==> config.mk <==
export PLATFORM = sky130hd
export DESIGN_NAME = mml_ctrl
export DESIGN_NICKNAME = d
export VERILOG_FILES = /design/src/hw/rtl/mml_pkg.sv /design/src/hw/rtl/mml_ctrl.sv
export VERILOG_INCLUDE_DIRS = /design/src /design/src/hw/rtl
export SDC_FILE = /design/constraint.sdc
export NUM_CORES = 1
export LEC_CHECK = 0
export BUFFER_PORTS_ARGS = -buffer_cell sky130_fd_sc_hd__buf_4
export CORE_AREA = 2 2 81 83
export DETAILED_ROUTE_END_ITERATION = 8
export DIE_AREA = 0 0 83 85
export PLACE_DENSITY = 0.63
export RECOVER_POWER = 25
export SKIP_LAST_GASP = 1
export SYNTH_ARGS = -nofsm -noshare
export SYNTH_HDL_FRONTEND = slang
export SYNTH_SLANG_ARGS = --single-unit
==> constraint.sdc <==
create_clock -name clk -period 3.2 [get_ports clk]
set_input_delay 0.48 -clock clk [delete_from_list [all_inputs] [get_ports clk]]
set_output_delay 0.48 -clock clk [all_outputs]
set_load 0.05 [all_outputs]
==> src/hw/rtl/mlp_maturity_logit_defines.svh <==
// assertion macros shared by the maturity logit rtl
// expects clk and rst_n in the scope of each use
`ifndef MLP_MATURITY_LOGIT_DEFINES_SVH
`define MLP_MATURITY_LOGIT_DEFINES_SVH

// same-cycle implication
`define MML_CHK_IMPL(lbl, ante, cons) \
  lbl: assert property (@(posedge clk) disable iff (!rst_n) (ante) |-> (cons)) \
    else $error("mml check failed");

// next-cycle implication
`define MML_CHK_NEXT(lbl, ante, cons) \
  lbl: assert property (@(posedge clk) disable iff (!rst_n) (ante) |=> (cons)) \
    else $error("mml check failed");

`endif

==> src/hw/rtl/mml_pkg.sv <==
// types, tables and fixed point helpers for the maturity logit block
// no dependencies
`timescale 1ns / 1ps
package mml_pkg;

  localparam int NODE_MAX = 16;
  localparam int ACC_W    = 42;
  localparam int OPND_W   = 23;

  typedef enum logic [2:0] {
    SRC_ZERO,
    SRC_ONE,
    SRC_AGE,
    SRC_ACT2,
    SRC_ACT1
  } mml_src_t;

  typedef enum logic [1:0] {
    LYR_HID2,
    LYR_HID1,
    LYR_OUT
  } mml_layer_t;

  typedef struct packed {
    logic       wr;
    logic       cap;
    logic       vld;
    logic [7:0] addr;
    mml_src_t   src;
    logic [3:0] idx;
    logic       first;
    logic       last;
    mml_layer_t layer;
    logic [3:0] node;
    logic       ld_eval;
    logic       ld_ack;
  } mml_cmd_t;

  typedef struct packed {
    logic pipe_busy;
    logic out_free;
  } mml_sts_t;

  localparam logic [15:0] SIG_TAB [17] = '{
    16'd32768, 16'd40793, 16'd47911, 16'd53581, 16'd57724, 16'd60565, 16'd62428,
    16'd63615, 16'd64357, 16'd64816, 16'd65097, 16'd65269, 16'd65374, 16'd65438,
    16'd65476, 16'd65500, 16'd65514
  };

  localparam logic [11:0] LG_TAB [17] = '{
    12'd2839, 12'd1942, 12'd1283, 12'd825, 12'd520, 12'd323, 12'd199, 12'd122,
    12'd74, 12'd45, 12'd28, 12'd17, 12'd10, 12'd6, 12'd4, 12'd2, 12'd1
  };

  // rising table, step of 2048 in q.12
  function automatic logic [15:0] sig_interp(input logic [4:0] idx, input logic [10:0] fr);
    logic [4:0]  nx;
    logic [15:0] d;
    logic [31:0] pr;
    nx = (idx == 5'd16) ? 5'd16 : idx + 5'd1;
    d  = SIG_TAB[nx] - SIG_TAB[idx];
    pr = 32'(d) * 32'(fr) + 32'd1024;
    return SIG_TAB[idx] + pr[26:11];
  endfunction

  // falling table, same grid
  function automatic logic [11:0] lg_interp(input logic [4:0] idx, input logic [10:0] fr);
    logic [4:0]  nx;
    logic [11:0] d;
    logic [31:0] pr;
    nx = (idx == 5'd16) ? 5'd16 : idx + 5'd1;
    d  = LG_TAB[idx] - LG_TAB[nx];
    pr = 32'(d) * 32'(fr) + 32'd1024;
    return LG_TAB[idx] - pr[22:11];
  endfunction

  function automatic logic signed [23:0] sat24(input logic signed [26:0] v);
    if (v > 27'sd8388607) return 24'sd8388607;
    if (v < -27'sd8388608) return -24'sd8388608;
    return v[23:0];
  endfunction

endpackage

==> src/hw/rtl/mml_ctrl.sv <==
// sequencer for the maturity logit block: walks the weight store per layer
// uses mml_pkg command and status structs
`timescale 1ns / 1ps
`include "mlp_maturity_logit_defines.svh"
module mml_ctrl #(
  parameter int SECOND_LAYER_NODES = 8,
  parameter int FIRST_LAYER_NODES  = 8,
  parameter int SEGMENT_COUNT      = 15
) (
  input  logic             clk,
  input  logic             rst_n,
  input  logic             in_valid,
  input  logic             in_command,
  input  logic [3:0]       in_cohort_segment,
  output logic             in_stall,
  input  mml_pkg::mml_sts_t sts,
  output mml_pkg::mml_cmd_t cmd
);

  localparam int IN_LEN  = 1 + SEGMENT_COUNT;
  localparam int B2_I    = SECOND_LAYER_NODES * IN_LEN;
  localparam int W1_I    = B2_I + SECOND_LAYER_NODES;
  localparam int B1_I    = W1_I + FIRST_LAYER_NODES * SECOND_LAYER_NODES;
  localparam int W0_I    = B1_I + FIRST_LAYER_NODES;
  localparam int B0_I    = W0_I + FIRST_LAYER_NODES;
  localparam logic [7:0] LEN_A   = 8'(IN_LEN % 256);
  localparam logic [7:0] BASE_B2 = 8'(B2_I % 256);
  localparam logic [7:0] BASE_W1 = 8'(W1_I % 256);
  localparam logic [7:0] BASE_B1 = 8'(B1_I % 256);
  localparam logic [7:0] BASE_W0 = 8'(W0_I % 256);
  localparam logic [7:0] BASE_B0 = 8'(B0_I % 256);
  localparam logic [4:0] N2_T    = 5'(SECOND_LAYER_NODES);
  localparam logic [4:0] N1_T    = 5'(FIRST_LAYER_NODES);
  localparam logic [3:0] N2_LAST = 4'(SECOND_LAYER_NODES - 1);
  localparam logic [3:0] N1_LAST = 4'(FIRST_LAYER_NODES - 1);
  localparam logic [5:0] SEG_MAX = 6'(SEGMENT_COUNT);

  typedef enum logic [2:0] {
    ST_IDLE, ST_WACK, ST_L2, ST_L2_WAIT, ST_L1, ST_L1_WAIT, ST_OUTL, ST_OUT_WAIT
  } state_t;

  state_t               state_r;
  logic [3:0]           node_r;
  logic [4:0]           term_r;
  logic [7:0]           base_r;
  logic [7:0]           waddr_r;
  logic [3:0]           seg_r;
  logic                 seg_ok_r;
  logic                 mvld_r;
  logic [7:0]           maddr_r;
  mml_pkg::mml_src_t    msrc_r;
  logic [3:0]           midx_r;
  logic                 mfirst_r;
  logic                 mlast_r;
  mml_pkg::mml_layer_t  mlayer_r;
  logic [3:0]           mnode_r;
  logic                 accept;
  logic                 drained;

  assign in_stall = (state_r != ST_IDLE);
  assign accept   = in_valid && (state_r == ST_IDLE);
  assign drained  = !sts.pipe_busy && !mvld_r;

  always_comb begin
    cmd.wr      = accept && !in_command;
    cmd.cap     = accept && in_command;
    cmd.vld     = mvld_r;
    cmd.addr    = maddr_r;
    cmd.src     = msrc_r;
    cmd.idx     = midx_r;
    cmd.first   = mfirst_r;
    cmd.last    = mlast_r;
    cmd.layer   = mlayer_r;
    cmd.node    = mnode_r;
    cmd.ld_eval = (state_r == ST_OUT_WAIT) && drained && sts.out_free;
    cmd.ld_ack  = (state_r == ST_WACK) && sts.out_free;
  end

  always_ff @(posedge clk) begin
    if (!rst_n) begin
      state_r <= ST_IDLE;
      mvld_r  <= 1'b0;
      node_r  <= '0;
      term_r  <= '0;
    end else begin
      mvld_r   <= 1'b0;
      mfirst_r <= 1'b0;
      mlast_r  <= 1'b0;
      mnode_r  <= node_r;
      case (state_r)
        ST_IDLE: begin
          if (accept) begin
            if (in_command) begin
              seg_r    <= in_cohort_segment;
              seg_ok_r <= (in_cohort_segment != 4'd0) &&
                          ({2'b00, in_cohort_segment} <= SEG_MAX);
              node_r   <= '0;
              term_r   <= '0;
              base_r   <= '0;
              state_r  <= ST_L2;
            end else begin
              state_r <= ST_WACK;
            end
          end
        end
        ST_WACK: begin
          if (sts.out_free) state_r <= ST_IDLE;
        end
        ST_L2: begin
          mvld_r   <= 1'b1;
          mlayer_r <= mml_pkg::LYR_HID2;
          midx_r   <= '0;
          case (term_r)
            5'd0: begin
              maddr_r  <= base_r;
              msrc_r   <= mml_pkg::SRC_AGE;
              mfirst_r <= 1'b1;
              term_r   <= 5'd1;
            end
            5'd1: begin
              // an absent segment still reads a written word, scaled by zero
              maddr_r <= seg_ok_r ? base_r + {4'b0000, seg_r} : base_r;
              msrc_r  <= seg_ok_r ? mml_pkg::SRC_ONE : mml_pkg::SRC_ZERO;
              term_r  <= 5'd2;
            end
            default: begin
              maddr_r <= BASE_B2 + {4'b0000, node_r};
              msrc_r  <= mml_pkg::SRC_ONE;
              mlast_r <= 1'b1;
              term_r  <= '0;
              base_r  <= base_r + LEN_A;
              if (node_r == N2_LAST) begin
                node_r  <= '0;
                waddr_r <= BASE_W1;
                state_r <= ST_L2_WAIT;
              end else begin
                node_r <= node_r + 4'd1;
              end
            end
          endcase
        end
        ST_L2_WAIT: begin
          if (drained) state_r <= ST_L1;
        end
        ST_L1: begin
          mvld_r   <= 1'b1;
          mlayer_r <= mml_pkg::LYR_HID1;
          midx_r   <= term_r[3:0];
          if (term_r < N2_T) begin
            maddr_r  <= waddr_r;
            msrc_r   <= mml_pkg::SRC_ACT2;
            mfirst_r <= (term_r == 5'd0);
            waddr_r  <= waddr_r + 8'd1;
            term_r   <= term_r + 5'd1;
          end else begin
            maddr_r <= BASE_B1 + {4'b0000, node_r};
            msrc_r  <= mml_pkg::SRC_ONE;
            mlast_r <= 1'b1;
            term_r  <= '0;
            if (node_r == N1_LAST) begin
              node_r  <= '0;
              state_r <= ST_L1_WAIT;
            end else begin
              node_r <= node_r + 4'd1;
            end
          end
        end
        ST_L1_WAIT: begin
          if (drained) state_r <= ST_OUTL;
        end
        ST_OUTL: begin
          mvld_r   <= 1'b1;
          mlayer_r <= mml_pkg::LYR_OUT;
          midx_r   <= term_r[3:0];
          if (term_r < N1_T) begin
            maddr_r  <= BASE_W0 + {3'b000, term_r};
            msrc_r   <= mml_pkg::SRC_ACT1;
            mfirst_r <= (term_r == 5'd0);
            term_r   <= term_r + 5'd1;
          end else begin
            maddr_r <= BASE_B0;
            msrc_r  <= mml_pkg::SRC_ONE;
            mlast_r <= 1'b1;
            term_r  <= '0;
            state_r <= ST_OUT_WAIT;
          end
        end
        ST_OUT_WAIT: begin
          if (drained && sts.out_free) state_r <= ST_IDLE;
        end
        default: state_r <= ST_IDLE;
      endcase
    end
  end

  `MML_CHK_IMPL(a_ld_drained, cmd.ld_eval, !sts.pipe_busy && !mvld_r)
  `MML_CHK_IMPL(a_first_not_last, mvld_r && mlast_r, !mfirst_r)
  `MML_CHK_IMPL(a_act2_in_l1, mvld_r && (msrc_r == mml_pkg::SRC_ACT2),
                mlayer_r == mml_pkg::LYR_HID1)

endmodule

==> summary.md, run 1 <==
| Metric | Value |
|---|---|
| Status | finished, final reports clean |
| Initial Util | 0.433 |
| Max-slew violations | 0 |
| Pre-CTS WS | 973 ps |
| Grt ovf | 0 |
| Port Buffers | 38 |
| Worst Setup End Kind | primary output |
| Critical Path AT | 1900 ps |
| Setup Buffers After CTS | 0 |
| CP Launch Type | flip-flop |
| Crit Reg-Reg Endpoint | waddr_r[4]$_SDFFCE_PN0P_ |
| Reg-to-reg startpoint | term_r[0]$_SDFFE_PN0P_ |
| Hold EP | seg_r[2]$_DFFE_PP_ |
| CTS clk-pin slew, worst paths | 90 ps |
| Area contributors post-synth | edfxtp_1, dfxtp_1, a21oi_1, nor2_1, ha_1 |
| Hpwl dp | 4.23 mm |
| Hold path startpoint | in_cohort_segment[2] |
| Routed length per instance | 15.9 µm |
| # diodes | 0 |
| Synth Warn # | 0 |
| Comb pwr share | 0.194 |
| CP required | 2720 ps |
| Vias | 2,067 |
| Die area | 7060 µm² |
| Detailed Routing Iterations Pass 1 | 4 |
| Global-route wire length before repair | 9.74 mm |
| Tot GR Track Use | 0.173 |
| RSZ-0062 raised after global routing | false |
| Syn_area_per_cell | 10.5 µm² |
| Final hold vios | 0 |
| Layout area overhead | 12.6% |
| Clock buffer depth | 2 |
| Final Setup Violations | 0 |
| Synth area leader | edfxtp_1 |
| Seq/Total Area, Yosys | 0.544 |
| Synth cell types | 55 |
| Post-Syn Area | 2690 µm² |
| Initial DRC Count | 180 |
| Cells after DPL | 360 |
| Yosys top cell area share | 0.447 |
| Vias per cell | 5.62 |
| Critical path class | reg -> out |
| Power per cell area | 492 nW/µm² |
| H-tree depth | 2 |
| DP Area | 3000 µm² |
| Fillers | 601 |
| Fin crit share | 0.745 |
| Root buf cell | clkbuf_8 |
| R2r setup slk | 970 ps |
| Fin crit period | 2380 ps |
| Psw | 0.449 mW |
| Vias in the first global route | 1,889 |
| FF+latch count, synth | 53 |
| P_leak | 1.09 nW |
| Chip Height | 85 µm |
| Critical path origin | state_r[1]$_SDFFE_PN0P_ |
| Ys flop type | edfxtp_1 |
| Count of non-filler cells in the finished layout | 368 |
| Placer Congestion | 0.915 |
| Post-route cell area | 3030 µm² |
| Hold WC Path Type | in -> reg |
| Fin util | 0.488 |
| WHS Path Cells | 1 |
| Row cnt | 29 |
| Nets | 306 |
| Max_slew headroom | 0.490 |
| Max-cap violation count | 0 |
| CTS Buf Count | 5 |
| Setup TNS | 0 ps |
| Layout Skew | 7.78 ps |
| IO Pins | 39 |
| Chip width | 83 µm |
| Initial antenna violation count | 0 |
| Post-Syn Instances | 257 |
| Count leader, synth | edfxtp_1 |
| Syn nets | 273 |
| Measured slew at the worst slew-check pin | 765 ps |
| Residual DRC | 0 |
| ANT nets after route | 0 |
| Clk_lat worst skew | 310 ps |
| Hold_buf cts | 0 |
| CP Max Fanout | 24 |
| Async set-reset flop share out of synthesis | 0 |
| Synth cell count leaders | edfxtp_1, nor2_1, a21oi_1, nand2_1, dfxtp_1 |
| Post-CTS sizing | 0 |
| Sequential share of power | 0.543 |
| Share of layout cells above drive strength 1 | 0.148 |
| Switching share of total power | 0.301 |
| Largest net degree at the start of global routing | 25 |
| CTS tree | built |
| Number of synthesized flops with an enable pin | 40 |
| Max Fclk | 0.419 GHz |
| Worst reg2reg path depth | 7 |
| Part of the power in the clock network | 0.263 |
| Int Pwr | 1.04 mW |
| Max VDD drop | 0.000202 V |
| Core Area | 6200 µm² |
| Final wirelength | 5.87 mm |
| # clock sinks | 53 |
| Final worst slack | 816 ps |
[cell usage in the layout, fill, tap and decap left out, types with 5 or more instances in the layout]
cell | netlist | routed
dfxtp_1 | 13 | 13
inv_1 | 6 | 6
a21oi_1 | 21 | 21
o21ai_0 | 10 | 10
nand3_1 | 8 | 8
nand2_1 | 20 | 20
edfxtp_1 | 40 | 40
clkbuf_8 | 0 | 6
and3_1 | 5 | 5
buf_4 | 6 | 23
nor2_1 | 28 | 28
clkbuf_1 | 2 | 18
nand2b_1 | 5 | 5
nor3_1 | 11 | 11
ha_1 | 6 | 6
a31oi_1 | 6 | 6
[registers in the layout (all words and copies together) (netlist names)]
register  cells
base_r        4
maddr_r       8
mfirst_r      1
midx_r        4
mlast_r       1
mlayer_r      2
mnode_r       4
msrc_r        3
mvld_r        1
node_r        4
seg_ok_r      1
seg_r         4
state_r       3
term_r        5
waddr_r       8
[stage by stage]
step / hold slack [ps] / total power [mW]
2_1_floorplan: 474 / 1.05
3_3_place_gp: 509 / 1.12
3_5_place_dp: 516 / 1.12
4_1_cts: 346 / 1.50
5_1_grt: 367 / 1.56
6_report: 365 / 1.49
[area by class of cell]
cell class	instances	area, µm²	share of cell area
repair buffers	43	259	0.0856
inverters	6	22.5	0.00744
flip-flops and latches	53	1460	0.483
well taps	77	96.3	0.0318
clock inverters	1	7.51	0.00248
clock buffers	7	86.3	0.0285
multi-input cells	181	1090	0.361
[worst max-delay path, cell delays in order (launching register included)]
cell,delay (ps)
dfxtp_1,820
inv_1,130
nor4_1,380
buf_4,270
[cell families (layout without fill, tap and decap cells)]
family | after synthesis | count (layout) | share of synthesized area
AO/OA/AOI/OAI | 61 | 61 | 0.145
buffers and inverters | 23 | 57 | 0.0494
XOR/XNOR | 7 | 7 | 0.0228
multiplexers | 1 | 1 | 0.00419
AND/OR/NAND/NOR | 106 | 106 | 0.206
flip-flops | 53 | 53 | 0.544
adder cells (fa/ha/maj) | 6 | 6 | 0.0279
[per-layer routing]
| layer | up-vias | GRT usage | part of all wire |
|---|---|---|---|
| met2 | 66 | 0.261 | 0.46 |
| met3 | 10 | 0.0360 | 0.054 |
| met4 | 0 | 0.0626 | 0.018 |
| li1 | 1015 | - | - |
| met1 | 976 | 0.249 | 0.47 |
| met5 | - | 0 | 0 |
[power by group through the flow]
stage	combinational, mW	clock, mW	sequential, mW
after CTS	0.297	0.399	0.808
after global placement	0.295	0	0.823
after floorplan	0.195	0	0.851
after detailed placement	0.297	0	0.824
after global routing	0.310	0.432	0.814
final	0.289	0.392	0.808
[worst max-delay path by stage]
stage	to
after global placement	waddr_r[5]$_SDFFCE_PN0P_
after floorplan	cmd[1]
after CTS	cmd[1]
after global routing	cmd[1]
after detailed placement	base_r[5]$_SDFFCE_PN0P_
final	cmd[1]
(Power assumes the default switching activity.)
==> run 2: changes to the inputs <==
--- a/config.mk
+++ b/config.mk
@@ -10,7 +10,7 @@
 export CORE_AREA = 2 2 81 83
 export DETAILED_ROUTE_END_ITERATION = 8
 export DIE_AREA = 0 0 83 85
-export PLACE_DENSITY = 0.63
+export PLACE_DENSITY = 0.65
 export RECOVER_POWER = 25
 export SKIP_LAST_GASP = 1
 export SYNTH_ARGS = -nofsm -noshare
==> constraint.sdc (replaced) <==
create_clock -name clk -period 2.1 [get_ports clk]
set_input_delay 0.315 -clock clk [delete_from_list [all_inputs] [get_ports clk]]
set_output_delay 0.315 -clock clk [all_outputs]
set_load 0.05 [all_outputs]
==> run 2 against run 1 <==
Clock-buffer cell count shrank 1. Register-to-register slack lost 820 ps. Highest routed layer unchanged. Clock skew grew 3.0 ps. Final area grew 4.6%. Clock power grew 77%. Global-route usage grew 0.75 points. Worst hold slack lost 160 ps. Critical path depth is the same.
==> summary.md, run 2 (synthesis results as in run 1) <==
| Metric | Value |
|---|---|
| Clock buffer depth | 2 |
| Routed length per instance | 16.3 µm |
| Hpwl dp | 4.55 mm |
| Clk_lat worst skew | 310 ps |
| Initial antenna violation count | 0 |
| Worst Setup End Kind | primary output |
| CTS tree | built |
| Vias in the first global route | 1,959 |
| Critical Path AT | 1680 ps |
| H-tree depth | 2 |
| Residual DRC | 0 |
| CP required | 1780 ps |
| Commonest non-fill, non-tap cell in the layout | edfxtp_1 |
| Die area | 7060 µm² |
| RSZ-0062 raised after global routing | false |
| Final hold vios | 0 |
| Final wirelength | 6.26 mm |
| Crit-path max cell delay | 490 ps |
| Final Setup Violations | 0 |
| CP Launch Type | flip-flop |
| Hold_buf cts | 0 |
| Cells after DPL | 376 |
| Initial Util | 0.433 |
| Root buf cell | clkbuf_8 |
| Tot GR Track Use | 0.181 |
| Nets | 322 |
| Final hold slack | 205 ps |
| Share of layout cells above drive strength 1 | 0.195 |
| R2r setup slk | 150 ps |
| Power per cell area | 756 nW/µm² |
| Max Fclk | 0.502 GHz |
| Count of non-filler cells in the finished layout | 384 |
| Biggest regs | maddr_r x8, waddr_r x8, term_r x5 |
| Sequential share of power | 0.509 |
| # clock sinks | 53 |
| Chip Height | 85 µm |
| CTS Buf Count | 5 |
| Max_slew headroom | 0.475 |
| P_leak | 1.17 nW |
| Placer Congestion | 0.864 |
| Hold WC Path Type | in -> reg |
| # diodes | 0 |
| Measured slew at the worst slew-check pin | 787 ps |
| Detailed Routing Iterations Pass 1 | 4 |
| Vias | 2,162 |
| Grt ovf | 0 |
| Post-CTS sizing | 0 |
| Max-cap violation count | 0 |
| Layout Skew | 10.8 ps |
| Int Pwr | 1.69 mW |
| Max VDD drop | 0.000363 V |
| Port Buffers | 38 |
| Part of the power in the clock network | 0.290 |
| Leading cell types in the layout, fill and taps excluded | edfxtp_1, buf_4, nor2_1 |
| Status | finished, final reports clean |
| Psw | 0.702 mW |
| Setup TNS | 0 ps |
| Layout area overhead | 17.8% |
| Initial DRC Count | 224 |
| IO Pins | 39 |
| Chip width | 83 µm |
| Setup Buffers After CTS | 0 |
| Fin crit period | 1990 ps |
| ANT nets after route | 0 |
| Critical path class | reg -> out |
| Slowest cell on crit path | or3_4 |
| Max-slew violations | 0 |
| Global-route wire length before repair | 9.93 mm |
| CP Max Fanout | 15 |
| Largest net degree at the start of global routing | 19 |
| Ordered list of cells on the worst path | or3_4, nor3b_2, buf_4 |
| Vias per cell | 5.63 |
| Row cnt | 29 |
| CTS clk-pin slew, worst paths | 100 ps |
| Fin crit share | 0.948 |
| Comb pwr share | 0.201 |
| Core Area | 6200 µm² |
| Switching share of total power | 0.293 |
[run 2: cell types whose count changed in the layout (fill, tap and decap cells not counted), moves of 2 or more]
cell / before / now
buf_4: 23 / 36
dfxtp_2: 0 / 2
dfxtp_1: 13 / 11
clkbuf_1: 18 / 22
[run 2: worst paths after layout]
check / to / cells past startpoint / startpoint
setup reg to reg: waddr_r[4]$_SDFFCE_PN0P_ / 7 / term_r[0]$_SDFFE_PN0P_
hold reg to reg: term_r[1]$_SDFFE_PN0P_ / 2 / term_r[1]$_SDFFE_PN0P_
setup / recovery: cmd[27] / 3 / state_r[2]$_SDFFE_PN0P_
hold / removal: seg_r[3]$_DFFE_PP_ / 1 / in_cohort_segment[3]
[run 2: final cells by class]
| cell class | count | area [µm²] |
|---|---|---|
| clock inverters | 2 | 38.8 |
| well taps | 77 | 96.3 |
| fillers | 588 | 3040 |
| repair buffers | 59 | 364 |
| inverters | 6 | 22.5 |
| multi-input cells | 181 | 1110 |
| flip-flops and latches | 53 | 1460 |
| clock buffers | 6 | 72.6 |
[run 2: layer usage]
metal	GRT usage	wire length (µm)	part of all wire	up-vias
met1	0.259	2920	0.47	1032
met3	0.0350	356	0.057	5
met5	0	0	0	-
li1	-	-	-	1050
met2	0.278	2900	0.46	75
met4	0.0581	84	0.013	0
[run 2: critical path: cells and delay by family, from the launching register on]
family / cells / cell delay, ps
buffers and inverters: 1 / 220
DFF: 1 / 470
and+or+nand+nor: 2 / 670
[run 2: power by group through the flow]
stage	registers, mW	clock network, mW	logic [mW]
after CTS	1.22	0.706	0.497
after detailed placement	1.24	0	0.495
after floorplan	1.30	0	0.300
after global routing	1.23	0.748	0.519
final	1.22	0.694	0.481
after global placement	1.24	0	0.492
[run 2: stage by stage]
step | total power, mW | util | area, µm² | worst slack, ps
4_1_cts | 2.42 | 0.522 | 3240 | 47.4
5_1_grt | 2.49 | 0.510 | 3170 | 10.8
3_5_place_dp | 1.74 | 0.505 | 3130 | 94.4
6_report | 2.39 | 0.510 | 3170 | 109
3_3_place_gp | 1.73 | 0.505 | 3130 | 135
2_1_floorplan | 1.60 | - | 2700 | 84.9
